### src/sv/rsi_pkg.sv
// shared types and constants for the ray/sphere intersection pipeline
// no dependencies
package rsi_pkg;

  localparam int CRD_W      = 32;
  localparam int DIR_W      = 18;
  localparam int T_W        = 31;
  localparam int U_W        = 37;
  localparam int ROOT_W     = 24;
  localparam int REM_W      = 28;
  localparam int RAD_W      = 48;
  localparam int SQ_STEPS   = 6;
  localparam int SQ_BITS    = 4;
  localparam int IN_DATA_W  = 216;
  localparam int OUT_DATA_W = 40;
  localparam logic [T_W-1:0] RSQ_RESET = 31'd65536;

  typedef enum logic [2:0] {
    REG_CENTRE_X = 3'd0,
    REG_CENTRE_Y = 3'd1,
    REG_CENTRE_Z = 3'd2,
    REG_RADIUS_SQ = 3'd3,
    REG_MIN_T_FLOOR = 3'd4
  } cfg_reg_e;

  // what travels behind the geometry front end
  typedef struct packed {
    logic                  miss;
    logic [T_W-1:0]        disc;
    logic signed [U_W-1:0] u;
    logic [T_W-1:0]        t_lo;
    logic [T_W-1:0]        t_hi;
  } geo_t;

  // square root state between steps
  typedef struct packed {
    logic [REM_W-1:0]  rem;
    logic [ROOT_W-1:0] root;
    logic [RAD_W-1:0]  rad;
    geo_t              ctx;
  } sq_t;

endpackage

### src/sv/rsi_sqrt_step.sv
// one pipeline stage of the digit-by-digit square root, several result bits
// depends on rsi_pkg
module rsi_sqrt_step (
  input  logic           clk,
  input  logic           rst,
  input  logic           in_valid,
  output logic           in_ready,
  input  rsi_pkg::sq_t   in_sq,
  output logic           out_valid,
  input  logic           out_ready,
  output rsi_pkg::sq_t   out_sq
);
  import rsi_pkg::*;

  logic [REM_W-1:0] rem_w;
  logic [ROOT_W-1:0] root_w;
  logic [RAD_W-1:0] rad_w;
  logic [ROOT_W+1:0] test_w;
  sq_t sq_next;

  assign in_ready = !out_valid || out_ready;

  always_comb begin
    rem_w  = in_sq.rem;
    root_w = in_sq.root;
    rad_w  = in_sq.rad;
    test_w = '0;
    for (int j = 0; j < SQ_BITS; j++) begin
      rem_w  = {rem_w[REM_W-3:0], rad_w[RAD_W-1:RAD_W-2]};
      rad_w  = {rad_w[RAD_W-3:0], 2'b00};
      test_w = {root_w, 2'b01};
      if (rem_w >= REM_W'(test_w)) begin
        rem_w  = rem_w - REM_W'(test_w);
        root_w = {root_w[ROOT_W-2:0], 1'b1};
      end else begin
        root_w = {root_w[ROOT_W-2:0], 1'b0};
      end
    end
    sq_next.rem  = rem_w;
    sq_next.root = root_w;
    sq_next.rad  = rad_w;
    sq_next.ctx  = in_sq.ctx;
  end

  always_ff @(posedge clk) begin
    if (rst) begin
      out_valid <= 1'b0;
    end else if (in_ready) begin
      out_valid <= in_valid;
    end
  end

  always_ff @(posedge clk) begin
    if (in_ready) out_sq <= sq_next;
  end

endmodule

### config.mk
export PLATFORM = sky130hd
export DESIGN_NAME = rsi_sqrt_step
export DESIGN_NICKNAME = d
export VERILOG_FILES = /design/src/sv/rsi_pkg.sv /design/src/sv/rsi_sqrt_step.sv
export SDC_FILE = /design/constraint.sdc
export NUM_CORES = 1
export LEC_CHECK = 0
export BUFFER_PORTS_ARGS = -buffer_cell sky130_fd_sc_hd__buf_2
export CAP_MARGIN = 20
export CORE_AREA = 2 2 181 183
export DETAILED_ROUTE_END_ITERATION = 8
export DIE_AREA = 0 0 183 185
export GPL_ROUTABILITY_DRIVEN = 0
export PLACE_DENSITY = 0.7
export SYNTH_ARGS = -nofsm -noshare
export SYNTH_HDL_FRONTEND = slang
export SYNTH_SLANG_ARGS = --single-unit
### constraint.sdc
create_clock -name clk -period 16.5 [get_ports clk]
set_input_delay 2.475 -clock clk [delete_from_list [all_inputs] [get_ports clk]]
set_output_delay 2.475 -clock clk [all_outputs]
set_load 0.1 [all_outputs]
==> flow_summary.yaml, run 1 <==
sta:
  post-route-period-util_pct: 81.5
  finalHoldViolations: 0
  fmax_mhz: 74.4
  maxSlewViolCount: 0
  tns_ps: 0
  final.min_clock_period_ps: 13450
  finalClockSkew_ps: 13.8
  worst_slew_pin_slew_ps: 808
  setup_slack_ps: 3050
  relSlewSlack_pct: 46.1
  setup_viol: 0
  rsz0062_at_grt: "false"
cells_and_area:
  area_growth_pct: 25.2
  final_cell_mix: "buf_2, edfxtp_1, a21oi_1"
  nNetsFinal: 2087
  drive_above_1_share_pct: 31.6
  finalInstanceArea_mm2: 0.0172
  layout_commonest_cell: "buf_2"
  final_cells: 2173
pwr:
  powerDensity_mw_per_mm2: 227
  ir_worst_vdd_uv: 109
  power_leakage_uw: 0.00773
clock_network:
  cts-resized-gates: 0
  cts_tree: "yes"
  cts_hold_buf: 0
  h-tree-depth: 1
  postCtsSetupRepairBufs: 0
  cts_made_buffers: 23
  cts_sinks: 224
  cts.root.buffer_cell: "clkbuf_16"
  clkTransAtPathRegs_ps: 70
  cts.path.max_buffers: 3
  clk_latency_ps: 520
critical_path:
  crit_buf_inv: 9
  crit_type: "in2reg"
  cp_top_family: "simple AND/OR/NAND/NOR gates"
  cp-start-kind: "primary input"
  cp.required_ps: 16740
  r2r_end: "out_sq[78]"
  crit_slowest_cell: "ha_1"
  r2r-start: "out_valid"
  reg2regPathDepth: 3
  path_depth: 51
  end_kind: "flip-flop"
  cp_max_fo: 37
  cpPeakStageDelay_ps: 460
  ff2ff_setup_slack_ps: 13650
  arrival_ps: 13690
routing:
  ant_nets: 0
  vias_per_cell: 5.55
  firstDrtPassIters: 5
  drt_first_iter_violations: 884
  drt_wl_total_um: 44600
  wl_per_cell_um: 20.5
  vias: 12056
  drc: 0
worst_hold_path:
  worstHoldStart: "out_valid"
  min_path_cells: 2
  holdCritPathClass: "reg2reg"
  min_delay_worst_endpoint: "out_valid"
yosys:
  ys_types: 83
  synth_cells: 1298
  async_flop_share_pct: 0
  synth.top_cell.area_share_pct: 48.7
  synthFlopType: "edfxtp_1"
  synth_seq_cells: 224
  synth.avg_cell_area_um2: 10.6
  synth_area_leaders: "edfxtp_1, ha_1, a21oi_1, xnor2_1, nand2_1"
  ys_warn_count: 0
  ys_seq_area_share_pct: 48.9
  syn_area_mm2: 0.0137
  synth_largest_area_cell: "edfxtp_1"
  synth-edff-count: 223
global_route:
  grt_pass1_vias: 11226
  grt_pass1_wl_um: 64600
  grt_usage_pct: 24.9
  grt_max_degree: 65
  grt_remaining_overflow: 0
  antenna_found_initial: 7
floorplanning:
  rows: 66
  ioPinCount: 468
  die_area_mm2: 0.0339
  die_h_um: 185
  die_w_um: 183
  start_util_pct: 42.9
  core_area_mm2: 0.0320
place:
  dp_hpwl_um: 36200
  portBuffers: 457
  place_ws_ps: 2740
  dp_cells: 2131
  dpl-instance-area_mm2: 0.0164
outcome:
  status: "finished, final reports clean"
run:
  drv_cap: 0
through the flow:
step | utilization [%] | total power [uW] | hold slack [ps]
3_3_place_gp | 51.2 | 3290 | 1080
4_1_cts | 53.7 | 3880 | 1110
6_report | 53.7 | 3910 | 1090
5_1_grt | 53.7 | 4140 | 1150
3_5_place_dp | 51.2 | 3310 | 1100
2_1_floorplan | - | 2830 | 2540
power breakdown:
group,internal [uW],leakage (uW),total [uW],switching (uW)
combinational,826,0.00502,2550,1720
sequential,777,0.00231,797,20.1
clock,336,0.000395,560,224
per-layer routing:
| metal | wire length (um) | vias up | track usage, % |
|---|---|---|---|
| li1 | - | 5691 | - |
| met1 | 18600 | 5773 | 32.8 |
| met2 | 21600 | 515 | 43.2 |
| met3 | 3450 | 69 | 4.13 |
| met4 | 883 | 8 | 5.31 |
| met5 | 55 | - | 0 |
synth_stat cells (3+ instances only):
master    number
nor2_1        94
buf_6          4
edfxtp_1     223
a211oi_1       5
mux2i_1        8
o211ai_2       3
and3_1        11
mux2_1         8
a31o_2         6
clkbuf_1      23
buf_2          7
o21a_1        14
buf_1          7
xnor2_1       63
nor3b_1        5
nand2_1      131
o211ai_1       7
nor2b_1       10
a22oi_1        3
a31oi_1        7
nand2b_1      11
nor3_1        15
inv_1         68
nand4_1       18
nand3b_1       5
ha_1         104
buf_4          8
a21boi_0       3
a211o_1        4
o21ai_0       63
o21ai_1       19
or3_1          6
a21o_1        44
xor2_1        24
o21bai_1      16
and2_1         4
mux2_2        17
a21oi_1      134
nand3_1       35
nor4_1         3
o31ai_1        7
state kept, by name, indices dropped and copies added, names as in the netlist:
register   flops
out_valid      1
out_sq       223
layout make-up:
| type | instances | area [um2] |
|---|---|---|
| flip-flops and latches | 224 | 6720 |
| fillers | 2840 | 14800 |
| inverters | 71 | 269 |
| clock buffers | 24 | 579 |
| repair buffers | 467 | 2360 |
| diodes | 1 | 2.50 |
| clock inverters | 17 | 231 |
| well taps | 408 | 510 |
| multi-input cells | 961 | 6540 |
worst register-to-register path, delay by kind of cell (launching register included):
kind	cells	cell delay, ps
flip-flops	1	350
buffers and inverters	2	1550
AND/OR/NAND/NOR	1	540
cell families after synthesis:
family / count (synthesis) / share of synthesized area [%]
flip-flops: 224 / 48.9
multiplexers: 33 / 2.63
AO/OA/AOI/OAI: 368 / 17.3
other: 1 / 0.0273
buffers and inverters: 120 / 3.80
XOR/XNOR: 87 / 5.54
AND/OR/NAND/NOR: 361 / 12.3
adder cells (fa/ha/maj): 104 / 9.47
worst max-delay path by stage:
stage | start | end
6_report | in_sq[186] | out_sq[229]
5_1_grt | in_sq[192] | out_sq[229]
4_1_cts | in_sq[186] | out_sq[229]
3_3_place_gp | in_sq[186] | out_sq[229]
2_1_floorplan | in_sq[180] | out_sq[206]
3_5_place_dp | in_sq[186] | out_sq[229]
Note: power is estimated with default switching activity, not from simulation.
==> inputs of run 2 (changes only) <==
ABC_AREA = 1   (was unset)
CORE_AREA = 2 2 184 186   (was 2 2 181 183)
DIE_AREA = 0 0 186 188   (was 0 0 183 185)
clock period = 14.1 ns   (was 16.5 ns; I/O delays follow)
==> run 2 against run 1 <==
Against the previous run:
- total power grew 16%
- largest cell class unchanged
- first-iteration DRC count rose by 19%
- non-clock buffer count fell by 7
- sequential share of layout area decreased by 1.0 points
- clock power up 17%
- synthesized cell count increased by 24%
- combinational power rose by 16%
- utilization down 0.32 points
- global-route usage shrank 0.61 points
- routed wire length down 1.4%
- synthesized area up 2.8%
- critical path depth increased by 4
- largest power group unchanged
==> flow_summary.yaml, run 2 <==
cells_and_area:
  nNetsFinal: 2408
  final_cell_mix: "buf_2, nand2_1, edfxtp_1"
  layout_commonest_cell: "buf_2"
  top_regs: "out_sq x223, out_valid x1"
  area_growth_pct: 25.1
  nFillCells: 3082
  final_cells: 2535
  drive_above_1_share_pct: 26.5
  largest-register: "out_sq"
  largest_register_ffs: 223
sta:
  rsz0062_at_grt: "false"
  fmax_mhz: 83.8
  tns_ps: 0
  worst_slew_pin_slew_ps: 983
  relSlewSlack_pct: 34.5
  setup_viol: 0
  finalClockSkew_ps: 10.1
  post-route-period-util_pct: 84.6
  setup_slack_ps: 2170
  maxSlewViolCount: 0
  finalHoldViolations: 0
  final.min_clock_period_ps: 11930
critical_path:
  cpPeakStageDelay_ps: 530
  cp-start-kind: "primary input"
  end_kind: "flip-flop"
  cp_max_fo: 33
  arrival_ps: 12190
  cpMostUsedCell: "nand2_1"
  crit_type: "in2reg"
  crit_slowest_cell: "inv_1"
  cp.required_ps: 14360
yosys:
  synth_cells: 1605
  syn_area_mm2: 0.0141
  ys_seq_area_share_pct: 47.5
  synth_largest_area_cell: "edfxtp_1"
  synth_area_leaders: "edfxtp_1, nand2_1, ha_1, inv_1, a21oi_1"
  ys_types: 45
  ys_warn_count: 0
  synthFlopType: "edfxtp_1"
  synth-edff-count: 223
  synth.top_cell.area_share_pct: 47.4
  async_flop_share_pct: 0
  synth.most_common_cell: "nand2_1"
  synth.avg_cell_area_um2: 8.81
  synth_seq_cells: 224
  yosys-top-cells-count: "nand2_1, edfxtp_1, inv_1"
clock_network:
  cts.root.buffer_cell: "clkbuf_16"
  clkTransAtPathRegs_ps: 60
  postCtsSetupRepairBufs: 0
  cts.path.max_buffers: 3
  cts_hold_buf: 0
  h-tree-depth: 1
  cts-resized-gates: 0
  cts_sinks: 224
  clk_latency_ps: 530
  cts_made_buffers: 25
  cts_tree: "yes"
global_route:
  grt_max_degree: 180
  grt_remaining_overflow: 0
  antenna_found_initial: 3
  grt_usage_pct: 24.3
  grt_pass1_wl_um: 65000
  grt_pass1_vias: 12189
pwr:
  p_clk_share_pct: 14.5
  power_leakage_uw: 0.00849
  ir_worst_vdd_uv: 128
  pwr-share-comb_pct: 65.2
  intPower_uw: 2130
  powerDensity_mw_per_mm2: 256
  p_sw_share_pct: 53.1
  seqPwrFrac_pct: 20.3
  switchingPower_uw: 2400
worst_hold_path:
  holdCritPathClass: "reg2reg"
place:
  dp_cells: 2490
  dp_hpwl_um: 36200
  portBuffers: 457
  place_ws_ps: 1780
floorplanning:
  die_h_um: 188
  core_area_mm2: 0.0331
  start_util_pct: 42.7
  die_area_mm2: 0.0350
  ioPinCount: 468
  rows: 67
  die_w_um: 186
routing:
  drc: 0
  vias_per_cell: 5.18
  drt_first_iter_violations: 1053
  ant_nets: 0
  wl_per_cell_um: 17.4
  firstDrtPassIters: 6
  vias: 13138
  drt_wl_total_um: 44000
run:
  drv_cap: 0
outcome:
  status: "finished, final reports clean"
[run 2: worst paths after layout]
| check | start | endpoint | slack [ps] | depth (start not counted) |
|---|---|---|---|---|
| setup / recovery | in_sq[191] | out_sq[220] | 2170 | 55 |
| hold / removal | out_valid | out_sq[89] | 1240 | 2 |
| setup reg to reg | out_valid | out_sq[25] | 12310 | 2 |
| hold reg to reg | out_valid | out_sq[89] | 1240 | 2 |
[run 2: stage by stage]
stage	utilization [%]	hold WS, ps	total power [uW]	cell area [um2]
3_5_place_dp	50.9	1250	3850	16800
4_1_cts	53.4	1270	4520	17700
6_report	53.4	1240	4530	17700
3_3_place_gp	50.9	1250	3820	16800
2_1_floorplan	-	2180	3270	14200
5_1_grt	53.4	1320	4870	17700
[run 2: critical path, delay by kind of cell]
kind            cells  cell delay [ps]
compound gates      5             1060
buf+inv             8             2050
fa+ha+maj           4             1670
simple gates       38             5250
[run 2: power groups by stage]
stage,clock (uW),combinational (uW),sequential [uW]
final,655,2960,920
after global routing,698,3250,928
after CTS,674,2930,922
after detailed placement,0,2920,935
after global placement,0,2880,932
after floorplan,0,1720,1560
[run 2: kinds of logic after synthesis]
group | after synthesis | synth area share, %
compound gates | 292 | 11.4
xor+xnor | 75 | 4.65
fa+ha+maj | 104 | 9.21
buf+inv | 220 | 6.46
flops | 224 | 47.5
other cells | 1 | 0.0265
simple gates | 689 | 20.8
[run 2: layout make-up]
| cell class | count | area, um2 | share of cell area [%] |
|---|---|---|---|
| timing repair buffer | 460 | 2320 | 13.1 |
| multi-input combinational | 1168 | 6540 | 37.0 |
| sequential | 224 | 6720 | 38.0 |
| tap | 448 | 561 | 3.17 |
| clock inverter | 18 | 201 | 1.14 |
| antenna | 1 | 2.50 | 0.0142 |
| clock buffer | 26 | 629 | 3.56 |
| inverter | 190 | 713 | 4.03 |
[run 2: per-layer routing]
layer	vias to the layer above	part of all wire, %	global-route usage (%)	routed length [um]
li1	6378	-	-	-
met1	6070	41	31.8	18000
met2	609	48	41.5	21200
met3	81	8.3	3.55	3650
met4	0	2.7	7.15	1200
met5	-	0	0	0
==> inputs of run 3 (changes only) <==
clock period = 11.23 ns   (was 14.1 ns; I/O delays follow)
==> run 3 against run 2 <==
Against the previous run:
- utilization increased by 0.97 points
- hold slack got worse by 380 ps
- clock skew increased by 3.0 ps
- clock power increased by 5.5%
- total power increased by 31%
- highest routed layer is now met5
- via count increased by 0.75%
- flip-flop and latch count unchanged
- register-to-register slack got worse by 3700 ps
- die area unchanged
- non-clock buffer count increased by 63
- combinational power increased by 37%
==> flow_summary.yaml, run 3 (synthesized netlist as in run 2, its figures left out) <==
pwr:
  power_leakage_uw: 0.00872
  ir_worst_vdd_uv: 163
  powerDensity_mw_per_mm2: 328
global_route:
  grt_pass1_wl_um: 64600
  grt_pass1_vias: 12285
  antenna_found_initial: 2
  grt_usage_pct: 24.1
  grt_remaining_overflow: 0
  grt_max_degree: 78
run:
  drv_cap: 0
cells_and_area:
  area_growth_pct: 27.4
  antenna-diode-count: 0
  top_regs: "out_sq x223, out_valid x1"
  layout_commonest_cell: "buf_2"
  largest-register: "out_sq"
  final_util_pct: 54.4
  largest_register_ffs: 223
  final_cell_mix: "buf_2, nand2_1, edfxtp_1"
  nNetsFinal: 2470
  drive_above_1_share_pct: 28.2
  nFillCells: 3102
  final_cells: 2590
sta:
  setup_viol: 0
  relSlewSlack_pct: 34.8
  maxSlewViolCount: 0
  finalClockSkew_ps: 13.1
  post-route-period-util_pct: 88.6
  fmax_mhz: 101
  tns_ps: 0
  worst_slew_pin_slew_ps: 979
  finalHoldViolations: 0
  final.min_clock_period_ps: 9950
  rsz0062_at_grt: "false"
worst_hold_path:
  holdCritPathClass: "reg2reg"
  min_path_cells: 2
clock_network:
  clk_latency_ps: 520
  cts_tree: "yes"
  cts_made_buffers: 24
  cts.root.buffer_cell: "clkbuf_16"
  cts_sinks: 224
  h-tree-depth: 1
  postCtsSetupRepairBufs: 0
  cts-resized-gates: 0
  cts_hold_buf: 0
  clkTransAtPathRegs_ps: 60
  cts.path.max_buffers: 3
critical_path:
  cp_max_fo: 33
  crit_type: "in2reg"
  crit_slowest_cell: "inv_2"
  reg2regPathDepth: 3
  cpMostUsedCell: "nand2_1"
  cp.required_ps: 11600
  cp-start-kind: "primary input"
  end_kind: "flip-flop"
  cpPeakStageDelay_ps: 500
  arrival_ps: 10320
place:
  dp_hpwl_um: 36900
  dp_cells: 2553
  portBuffers: 457
routing:
  drt_wl_total_um: 44500
  drc: 0
  ant_nets: 0
  vias: 13237
  drt_first_iter_violations: 984
  wl_per_cell_um: 17.2
  firstDrtPassIters: 6
  vias_per_cell: 5.11
floorplanning:
  core_area_mm2: 0.0331
  die_area_mm2: 0.0350
  die_h_um: 188
  die_w_um: 186
  ioPinCount: 468
  start_util_pct: 42.7
  rows: 67
outcome:
  status: "finished, final reports clean"
[run 3: cell count changes in the layout (fill, tap and decap cells not counted), moves of 2 or more]
| cell | delta |
|---|---|
| bufinv_16 | -4 |
| clkbuf_1 | +2 |
| inv_6 | -2 |
| clkinv_1 | +2 |
| clkinvlp_4 | -2 |
| buf_4 | +62 |
| clkinv_2 | -3 |
[run 3: per-layer routing]
metal | share of wire [%] | track usage [%] | vias to the layer above
met1 | 41 | 31.5 | 6125
li1 | - | - | 6497
met4 | 2.0 | 5.45 | 2
met5 | 0.029 | 0 | -
met2 | 49 | 42.0 | 551
met3 | 8.0 | 3.34 | 62
[run 3: worst paths after layout]
check,from,endpoint,slack (ps)
max,in_sq[190],out_sq[216],1280
min reg2reg,out_valid,out_valid,860
min,out_valid,out_valid,860
max reg2reg,out_valid,out_sq[28],8630
[run 3: layout make-up]
type | instances | area, um2 | area share [%]
clock buffer | 27 | 612 | 3.40
inverter | 190 | 713 | 3.96
timing repair buffer | 523 | 2810 | 15.6
clock inverter | 10 | 57.6 | 0.320
sequential | 224 | 6720 | 37.3
multi-input combinational | 1168 | 6540 | 36.3
tap | 448 | 561 | 3.11
[run 3: power by group]
group	leakage, uW	internal [uW]	switching [uW]	total (uW)
combinational	0.00608	1320	2750	4070
clock	0.000328	386	304	691
sequential	0.00231	1130	24.4	1150
total	0.00872	2830	3080	5910
[run 3: through the flow]
step / power [uW] / setup slack, ps / hold WS (ps) / cell area (um2)
2_1_floorplan: 4110 / 2160 / 1750 / 14200
3_3_place_gp: 5140 / 918 / 863 / 17300
3_5_place_dp: 5190 / 852 / 902 / 17300
4_1_cts: 5910 / 1380 / 908 / 18000
5_1_grt: 6360 / 298 / 952 / 18000
6_report: 5910 / 1280 / 862 / 18000
[run 3: critical path, delay by kind of cell]
family / cells / cell delay [ps]
buffers and inverters: 10 / 1950
adders and majority gates: 4 / 1500
and+or+nand+nor: 38 / 4220
AOI/OAI and AO/OA: 5 / 900
